### src/sv/assert_macros.svh
// assertion macros shared by the hash block
`ifndef ASSERT_MACROS_SVH
`define ASSERT_MACROS_SVH

// clocked assertion, disabled while in reset
`define SSH_ASSERT(lbl, prop) \
  lbl: assert property (@(posedge clk_i) disable iff (!rst_ni) prop) \
    else $error("ssh assertion failed");

// clocked implication, disabled while in reset
`define SSH_ASSERT_IMPL(lbl, pre, post) \
  lbl: assert property (@(posedge clk_i) disable iff (!rst_ni) (pre) |-> (post)) \
    else $error("ssh implication failed");

`endif

### src/sv/ssh_pkg.sv
// package for the seeded string hash: constants, state type, control structs
`timescale 1ns / 1ps
package ssh_pkg;

  localparam int unsigned HashW = 64;
  localparam int unsigned HalfW = 32;
  localparam int unsigned ByteW = 8;
  localparam int unsigned CfgAddrW = 2;
  localparam int unsigned DivCntW = $clog2(HashW);

  localparam logic [HalfW-1:0] FNV_PRIME = 32'd16777619;
  localparam logic [HashW-1:0] DJB_START = 64'd5381;
  // multiply by 33 is shift by 5 plus one
  localparam int unsigned DJB_SHIFT = 5;

  localparam logic [CfgAddrW-1:0] CFG_HASH_MODE = 2'd0;
  localparam logic [CfgAddrW-1:0] CFG_HASH_SEED = 2'd1;
  localparam logic [CfgAddrW-1:0] CFG_MOD_EN    = 2'd2;
  localparam logic [CfgAddrW-1:0] CFG_MODULUS   = 2'd3;

  localparam logic [DivCntW-1:0] DIV_CNT_MAX = DivCntW'(HashW - 1);

  typedef enum logic [1:0] {
    ST_RUN,
    ST_FIN,
    ST_DIV,
    ST_DONE
  } ssh_state_e;

  typedef struct packed {
    logic accept;
    logic load_div;
    logic load_out_fin;
    logic div_step;
    logic load_out_div;
  } ssh_cmd_t;

  typedef struct packed {
    logic div_needed;
  } ssh_status_t;

endpackage

### src/sv/ssh_ctrl.sv
// controller state machine for the seeded string hash
`timescale 1ns / 1ps
`include "assert_macros.svh"
module ssh_ctrl
  import ssh_pkg::*;
(
  input  logic        clk_i,
  input  logic        rst_ni,
  input  logic        in_valid_i,
  input  logic        last_item_i,
  output logic        in_stall_o,
  output logic        out_valid_o,
  input  logic        out_stall_i,
  input  ssh_status_t status_i,
  output ssh_cmd_t    cmd_o
);

  ssh_state_e         state_q, state_d;
  logic [DivCntW-1:0] cnt_q, cnt_d;
  logic               out_valid_q, out_valid_d;
  logic               out_free;

  assign out_free = !out_valid_q || !out_stall_i;

  always_comb begin
    state_d = state_q;
    unique case (state_q)
      ST_RUN: begin
        if (in_valid_i && last_item_i) state_d = ST_FIN;
      end
      ST_FIN: begin
        if (status_i.div_needed) state_d = ST_DIV;
        else if (out_free) state_d = ST_RUN;
      end
      ST_DIV: begin
        if (cnt_q == DIV_CNT_MAX) state_d = ST_DONE;
      end
      ST_DONE: begin
        if (out_free) state_d = ST_RUN;
      end
      default: state_d = ST_RUN;
    endcase
  end

  always_comb begin
    cmd_o = '0;
    in_stall_o = 1'b1;
    unique case (state_q)
      ST_RUN: begin
        in_stall_o = 1'b0;
        cmd_o.accept = in_valid_i;
      end
      ST_FIN: begin
        cmd_o.load_div = status_i.div_needed;
        cmd_o.load_out_fin = !status_i.div_needed && out_free;
      end
      ST_DIV: begin
        cmd_o.div_step = 1'b1;
      end
      ST_DONE: begin
        cmd_o.load_out_div = out_free;
      end
      default: in_stall_o = 1'b1;
    endcase
  end

  always_comb begin
    cnt_d = (state_q == ST_DIV) ? cnt_q + 1'b1 : '0;
    out_valid_d = out_valid_q;
    if (cmd_o.load_out_fin || cmd_o.load_out_div) out_valid_d = 1'b1;
    else if (out_valid_q && !out_stall_i) out_valid_d = 1'b0;
  end

  always_ff @(posedge clk_i or negedge rst_ni) begin
    if (!rst_ni) begin
      state_q <= ST_RUN;
      cnt_q <= '0;
      out_valid_q <= 1'b0;
    end else begin
      state_q <= state_d;
      cnt_q <= cnt_d;
      out_valid_q <= out_valid_d;
    end
  end

  assign out_valid_o = out_valid_q;

  `SSH_ASSERT_IMPL(a_out_src, $rose(out_valid_q),
                   $past(state_q) == ST_FIN || $past(state_q) == ST_DONE)
  `SSH_ASSERT(a_div_end, (state_q == ST_DIV && cnt_q == DIV_CNT_MAX) |=> state_q == ST_DONE)
  `SSH_ASSERT(a_div_stay, (state_q == ST_DIV && cnt_q != DIV_CNT_MAX) |=> state_q == ST_DIV)
  `SSH_ASSERT(a_out_hold, (out_valid_q && out_stall_i) |=> out_valid_q)

endmodule

### src/sv/ssh_datapath.sv
// datapath: config registers, running hash, finishing add and restoring divider
`timescale 1ns / 1ps
module ssh_datapath
  import ssh_pkg::*;
(
  input  logic                clk_i,
  input  logic                rst_ni,
  input  logic                cfg_we_i,
  input  logic [CfgAddrW-1:0] cfg_addr_i,
  input  logic [HashW-1:0]    cfg_data_i,
  input  logic [ByteW-1:0]    data_byte_i,
  input  logic                byte_present_i,
  input  logic                last_item_i,
  input  ssh_cmd_t            cmd_i,
  output ssh_status_t         status_o,
  output logic [HashW-1:0]    hash_value_o,
  output logic                modulus_error_o
);

  logic             mode_q, mod_en_q;
  logic [HalfW-1:0] seed_q;
  logic [HashW-1:0] modulus_q;

  logic [HashW-1:0] rh_q, rh_d;
  logic             start_q;
  logic [HashW-1:0] start_h, djb, absorbed, final_h;
  logic [HalfW-1:0] fnv_full;
  logic [HashW-1:0] rem_q, dvd_q;
  logic [HashW:0]   shifted, diff;
  logic [HashW-1:0] hash_q;
  logic             err_q;
  logic             mod_zero;

  always_ff @(posedge clk_i or negedge rst_ni) begin
    if (!rst_ni) begin
      mode_q <= 1'b0;
      seed_q <= '0;
      mod_en_q <= 1'b0;
      modulus_q <= HashW'(1);
    end else if (cfg_we_i) begin
      unique case (cfg_addr_i)
        CFG_HASH_MODE: mode_q <= cfg_data_i[0];
        CFG_HASH_SEED: seed_q <= cfg_data_i[HalfW-1:0];
        CFG_MOD_EN:    mod_en_q <= cfg_data_i[0];
        CFG_MODULUS:   modulus_q <= cfg_data_i;
        default:       mode_q <= mode_q;
      endcase
    end
  end

  // per byte update
  always_comb begin
    if (start_q) start_h = mode_q ? DJB_START : {{HalfW{1'b0}}, seed_q};
    else start_h = rh_q;
    fnv_full = start_h[HalfW-1:0] * FNV_PRIME;
    djb = ((start_h << DJB_SHIFT) + start_h) ^ {{(HashW-ByteW){data_byte_i[ByteW-1]}}, data_byte_i};
    if (mode_q) absorbed = djb;
    else absorbed = {{HalfW{1'b0}}, fnv_full[HalfW-1:0] ^ {{(HalfW-ByteW){1'b0}}, data_byte_i}};
    rh_d = byte_present_i ? absorbed : start_h;
    if (!mode_q) rh_d = {{HalfW{1'b0}}, rh_d[HalfW-1:0]};
  end

  always_ff @(posedge clk_i or negedge rst_ni) begin
    if (!rst_ni) begin
      rh_q <= '0;
      start_q <= 1'b1;
    end else if (cmd_i.accept) begin
      rh_q <= rh_d;
      start_q <= last_item_i;
    end
  end

  // end of message
  assign final_h = mode_q ? rh_q + {{HalfW{1'b0}}, seed_q} : {{HalfW{1'b0}}, rh_q[HalfW-1:0]};
  assign mod_zero = (modulus_q == '0);
  assign status_o.div_needed = mod_en_q && !mod_zero;

  // one remainder bit per cycle
  assign shifted = {rem_q, dvd_q[HashW-1]};
  assign diff = shifted - {1'b0, modulus_q};

  always_ff @(posedge clk_i) begin
    if (cmd_i.load_div) begin
      dvd_q <= final_h;
      rem_q <= '0;
    end else if (cmd_i.div_step) begin
      dvd_q <= dvd_q << 1;
      rem_q <= diff[HashW] ? shifted[HashW-1:0] : diff[HashW-1:0];
    end
  end

  always_ff @(posedge clk_i) begin
    if (cmd_i.load_out_fin) begin
      hash_q <= (mod_en_q && mod_zero) ? '0 : final_h;
      err_q <= mod_en_q && mod_zero;
    end else if (cmd_i.load_out_div) begin
      hash_q <= rem_q;
      err_q <= 1'b0;
    end
  end

  assign hash_value_o = hash_q;
  assign modulus_error_o = err_q;

endmodule

### src/sv/seeded_string_hash_mod.sv
// top level of the seeded string hash with optional modulo reduction
//
//   channel  | handshake                 | payload
//   ---------+---------------------------+---------------------------------------------
//   in       | in_valid_i / in_stall_o   | data_byte_i, byte_present_i, last_item_i
//   out      | out_valid_o / out_stall_i | hash_value_o, modulus_error_o
//   cfg      | cfg_we_i                  | cfg_addr_i, cfg_data_i
//
// one byte item is taken per cycle while in_stall_o is low; the running hash register is updated in place
// the last item is followed by a finishing state for the seed add and the output or divider load
// with modulo on and a nonzero modulus, the bit-serial divider runs and a done state loads the output
// input is stalled from the last item until its result sits in the output register
// reset needs no clearing pass; output stall holds the finished result and also holds back the next result
`timescale 1ns / 1ps
module seeded_string_hash_mod
  import ssh_pkg::*;
(
  input  logic                clk_i,
  input  logic                rst_ni,
  input  logic                cfg_we_i,
  input  logic [CfgAddrW-1:0] cfg_addr_i,
  input  logic [HashW-1:0]    cfg_data_i,
  input  logic                in_valid_i,
  output logic                in_stall_o,
  input  logic [ByteW-1:0]    data_byte_i,
  input  logic                byte_present_i,
  input  logic                last_item_i,
  output logic                out_valid_o,
  input  logic                out_stall_i,
  output logic [HashW-1:0]    hash_value_o,
  output logic                modulus_error_o
);

  ssh_cmd_t    cmd;
  ssh_status_t status;

  ssh_ctrl u_ctrl (
    .clk_i       (clk_i),
    .rst_ni      (rst_ni),
    .in_valid_i  (in_valid_i),
    .last_item_i (last_item_i),
    .in_stall_o  (in_stall_o),
    .out_valid_o (out_valid_o),
    .out_stall_i (out_stall_i),
    .status_i    (status),
    .cmd_o       (cmd)
  );

  ssh_datapath u_datapath (
    .clk_i           (clk_i),
    .rst_ni          (rst_ni),
    .cfg_we_i        (cfg_we_i),
    .cfg_addr_i      (cfg_addr_i),
    .cfg_data_i      (cfg_data_i),
    .data_byte_i     (data_byte_i),
    .byte_present_i  (byte_present_i),
    .last_item_i     (last_item_i),
    .cmd_i           (cmd),
    .status_o        (status),
    .hash_value_o    (hash_value_o),
    .modulus_error_o (modulus_error_o)
  );

endmodule
### config.mk
export PLATFORM = sky130hd
export DESIGN_NAME = seeded_string_hash_mod
export DESIGN_NICKNAME = d
export VERILOG_FILES = /design/src/sv/ssh_pkg.sv /design/src/sv/ssh_ctrl.sv /design/src/sv/ssh_datapath.sv /design/src/sv/seeded_string_hash_mod.sv
export VERILOG_INCLUDE_DIRS = /design/src /design/src/sv
export SDC_FILE = /design/constraint.sdc
export NUM_CORES = 2
export LEC_CHECK = 0
export BUFFER_PORTS_ARGS = -buffer_cell sky130_fd_sc_hd__buf_2
export CORE_ASPECT_RATIO = 1.75
export CORE_UTILIZATION = 55
export CTS_BUF_LIST = sky130_fd_sc_hd__clkbuf_16
export DETAILED_ROUTE_END_ITERATION = 6
export PLACE_DENSITY = 0.72
export SLEW_MARGIN = 20
export SYNTH_ARGS = -nofsm -noshare
export SYNTH_HDL_FRONTEND = slang
export SYNTH_SLANG_ARGS = --single-unit
### constraint.sdc
create_clock -name clk_i -period 8.2 [get_ports clk_i]
set_input_delay 1.23 -clock clk_i [delete_from_list [all_inputs] [get_ports clk_i]]
set_output_delay 1.23 -clock clk_i [all_outputs]
set_load 0.05 [all_outputs]
==> flow_summary.ini <==
[outcome]
status = finished clean

[flow_run]
drv_cap = 0

[critical_path]
slowest_stage = dfstp_4
critPathArrivalTime_ns = 7.81
critical_path_class = reg -> reg
crit_buf_inv = 4
path_max_fanout = 36
r2r_start = u_datapath.start_q$_DFFE_PN1P_
critical-path-top-delay-family = adder cells
ff2ff_path_depth = 24
worstSetupStartpoint = u_datapath.start_q$_DFFE_PN1P_
worstPathRequired_ns = 8.68
cp.depth = 24
cp_common_cell = ha_1
cp-end-kind = register
max_stage_delay_ns = 0.78
crit_chain = buf_4 > nor2b_1 > a21oi_2 > inv_1 > ha_1 > ha_1 > fa_1 > ha_1 > fa_1 > ha_1 > inv_1 > fa_1 > inv_1 > ha_1 > and4_1 > and3_1 > a21o_1 > o2111ai_1 > a211oi_1 > o211ai_1 > a21oi_1 > o21ai_0 > or3b_2 > a21oi_1
setup.worst_path.start_class = register

[synthesis]
yosys.area.top_type = dfrtp_1
syn-num-nets = 4179
seq_area_frac_synth_pct = 29.08
syn_avg_cell_area_um2 = 8.769
yosysTopAreaCellShare_pct = 13.07
yosysWarnings = 0
synth_ff_type = dfrtp_1
synth_area_um2 = 32540
async_reset_ff_share_pct = 47.12
ys_seq_elements = 365
syn_inst = 3711
synth-edff-count = 129
synthTopCellsByArea = dfrtp_1 13%, ha_1 12%, edfxtp_1 12%
synth_cell_types = 109

[cells_and_area]
nNetsFinal = 4219
syn_to_final_growth_pct = 7.640
num_antenna_cells = 0
utilization_pct = 60.12
final_common_cell = nand2_1
layout_common_cells = 398 x nand2_1, 316 x o21ai_0, 314 x inv_1, 311 x ha_1, 219 x a21oi_1
drive_gt1_share_pct = 10.64

[sta]
skew_ns = 0.02442
rsz0062_at_grt = no
post-route-period-util_pct = 89.40
worst_pin_slew_ns = 1.102
report.final.slew_viol_count = 0
period_minus_slack_ns = 7.331
max-slew-margin-rel_pct = 26.37
hold_viol = 0
fmax_mhz = 136.4
setup_violations = 0
setup_total_negative_slack_ns = 0

[power]
peakVddDrop_v = 0.0008656
power_density_nw_per_um2 = 434.8
p_leak_nw = 16.12
power.total_mw = 15.23

[floorplanning]
fp.dieArea_um2 = 60180
die_h_um = 323.8
ios = 148
initial_core_util_pct = 55.85
die_x_um = 185.9
row_count = 117
core_um2 = 58260

[clocking]
clk_pin_slew_ns = 0.08
clock_path_buffers = 3
insertion_delay_ns = 0.57
cts_hold_buf = 0
tritoncts = done
post_cts_buffers = 0
htreeDepth = 2
cts_sinks = 365
cts_resized = 0
cts_buffers = 36
cts_root_buf = clkbuf_16

[detailed_routing]
finalWirelength_um = 98040
dr.pass1.iters = 6
drtIter0Drc = 1770
wire_per_inst_um = 21.54
via_per_inst = 6.119
dr_total_vias = 27854
drc = 0
antenna_left = 0

[worst_hold_path]
hold_path_class = reg -> reg
whs_path_depth = 1
hp-start = u_ctrl.cnt_q[0]$_DFF_PN0_

[global_routing]
met3_usage_pct = 2.942
grt_use_met1_pct = 39.60
met2_usage_pct = 57.55
top_usage_layer = met2
grt_pass1_vias = 27716
grt_max_degree = 105
antenna_found_initial = 0
track_usage_pct = 32.97
grt_pass1_wl_um = 153500
overflow = 0

[placement]
place.port_buffers = 147
gp_congestion = 0.9968
dp_hpwl_um = 76130
worst paths after layout:
kind | endpoint | slack [ns]
worst min-delay path | u_ctrl.cnt_q[0]$_DFF_PN0_ | 0.48
worst min register to register | u_ctrl.cnt_q[0]$_DFF_PN0_ | 0.48
worst max-delay path | u_datapath.rh_q[30]$_DFFE_PN0P_ | 0.87
worst max register to register | u_datapath.rh_q[30]$_DFFE_PN0P_ | 0.87
max in group asynchronous | u_datapath.mode_q$_DFFE_PN0P_ | 6.14
min in group asynchronous | u_datapath.modulus_q[12]$_DFFE_PN0P_ | 0.70
logic make-up (layout without fill, tap and decap cells):
family	after synthesis	after routing	synth area share (%)
AOI/OAI and AO/OA	992	992	19.53
xor gates and xnor gates	310	310	8.344
adders and majority gates	396	396	16.92
buffers and inverters	494	562	5.921
DFF	365	365	29.08
muxes	189	189	6.194
and+or+nand+nor	965	965	14.02
per-layer routing:
metal / vias to the layer above / share of wire, %
met2: 972 / 50
met5: - / 0
met1: 13432 / 39
li1: 13209 / -
met4: 0 / 5.7
met3: 241 / 5.2
Yosys cell counts, types with 8 or more instances:
library cell / count
a211oi_1: 19
a21boi_0: 8
a21o_1: 105
a21oi_1: 219
a21oi_2: 8
a221oi_1: 8
a22o_1: 17
a22oi_1: 14
a31oi_1: 25
a32oi_1: 10
and2_1: 23
and3_1: 38
and4_1: 10
buf_1: 13
buf_2: 13
clkbuf_1: 140
dfrtp_1: 170
dfxtp_1: 64
edfxtp_1: 129
fa_1: 76
ha_1: 311
inv_1: 305
mux2_2: 98
mux2i_1: 90
nand2_1: 399
nand2b_1: 32
nand3_1: 65
nand4_1: 28
nor2_1: 175
nor2b_1: 71
nor3_1: 39
nor4_1: 34
o2111ai_1: 12
o211ai_1: 40
o21a_1: 25
o21ai_0: 316
o21ai_1: 15
o21bai_1: 29
o22ai_1: 22
o31ai_1: 18
or3_1: 15
xnor2_1: 202
xor2_1: 108
layout make-up:
cell class / count / area, um^2
Fill cell: 5321 / 23240
Clock inverter: 29 / 259.0
Timing Repair Buffer: 184 / 1037
Sequential cell: 365 / 9469
Tap cell: 773 / 967.2
Multi-Input combinational cell: 2852 / 21200
Clock buffer: 37 / 925.9
Inverter: 312 / 1171
through the flow:
step	worst slack [ns]	instances	instance area [um^2]	hold slack, ns
floorplan	1.590	3711	32540	0.4331
global placement	1.004	4486	33840	0.4583
detailed placement	0.9223	4486	33840	0.4769
CTS	0.8806	4552	35030	0.4854
global route	0.3840	4552	35030	0.4964
finish	0.8692	4552	35030	0.4805
power breakdown:
group,internal [mW],leakage [nW],switching (mW)
combinational,4.50,11.4,6.39
sequential,2.23,4.05,0.366
clock,0.957,0.611,0.789
sequential cells by signal, indices dropped and copies added, names as in the netlist:
name	count
u_datapath.seed_q	32
u_datapath.modulus_error_o	1
u_datapath.mod_en_q	1
u_datapath.rem_q	64
u_datapath.modulus_q	64
u_datapath.dvd_q	64
u_datapath.rh_q	64
u_ctrl.cnt_q	6
u_ctrl.out_valid_o	1
u_ctrl.state_q	2
u_datapath.hash_value_o	64
u_datapath.mode_q	1
u_datapath.start_q	1
Note: power is estimated with default switching activity, not from simulation.
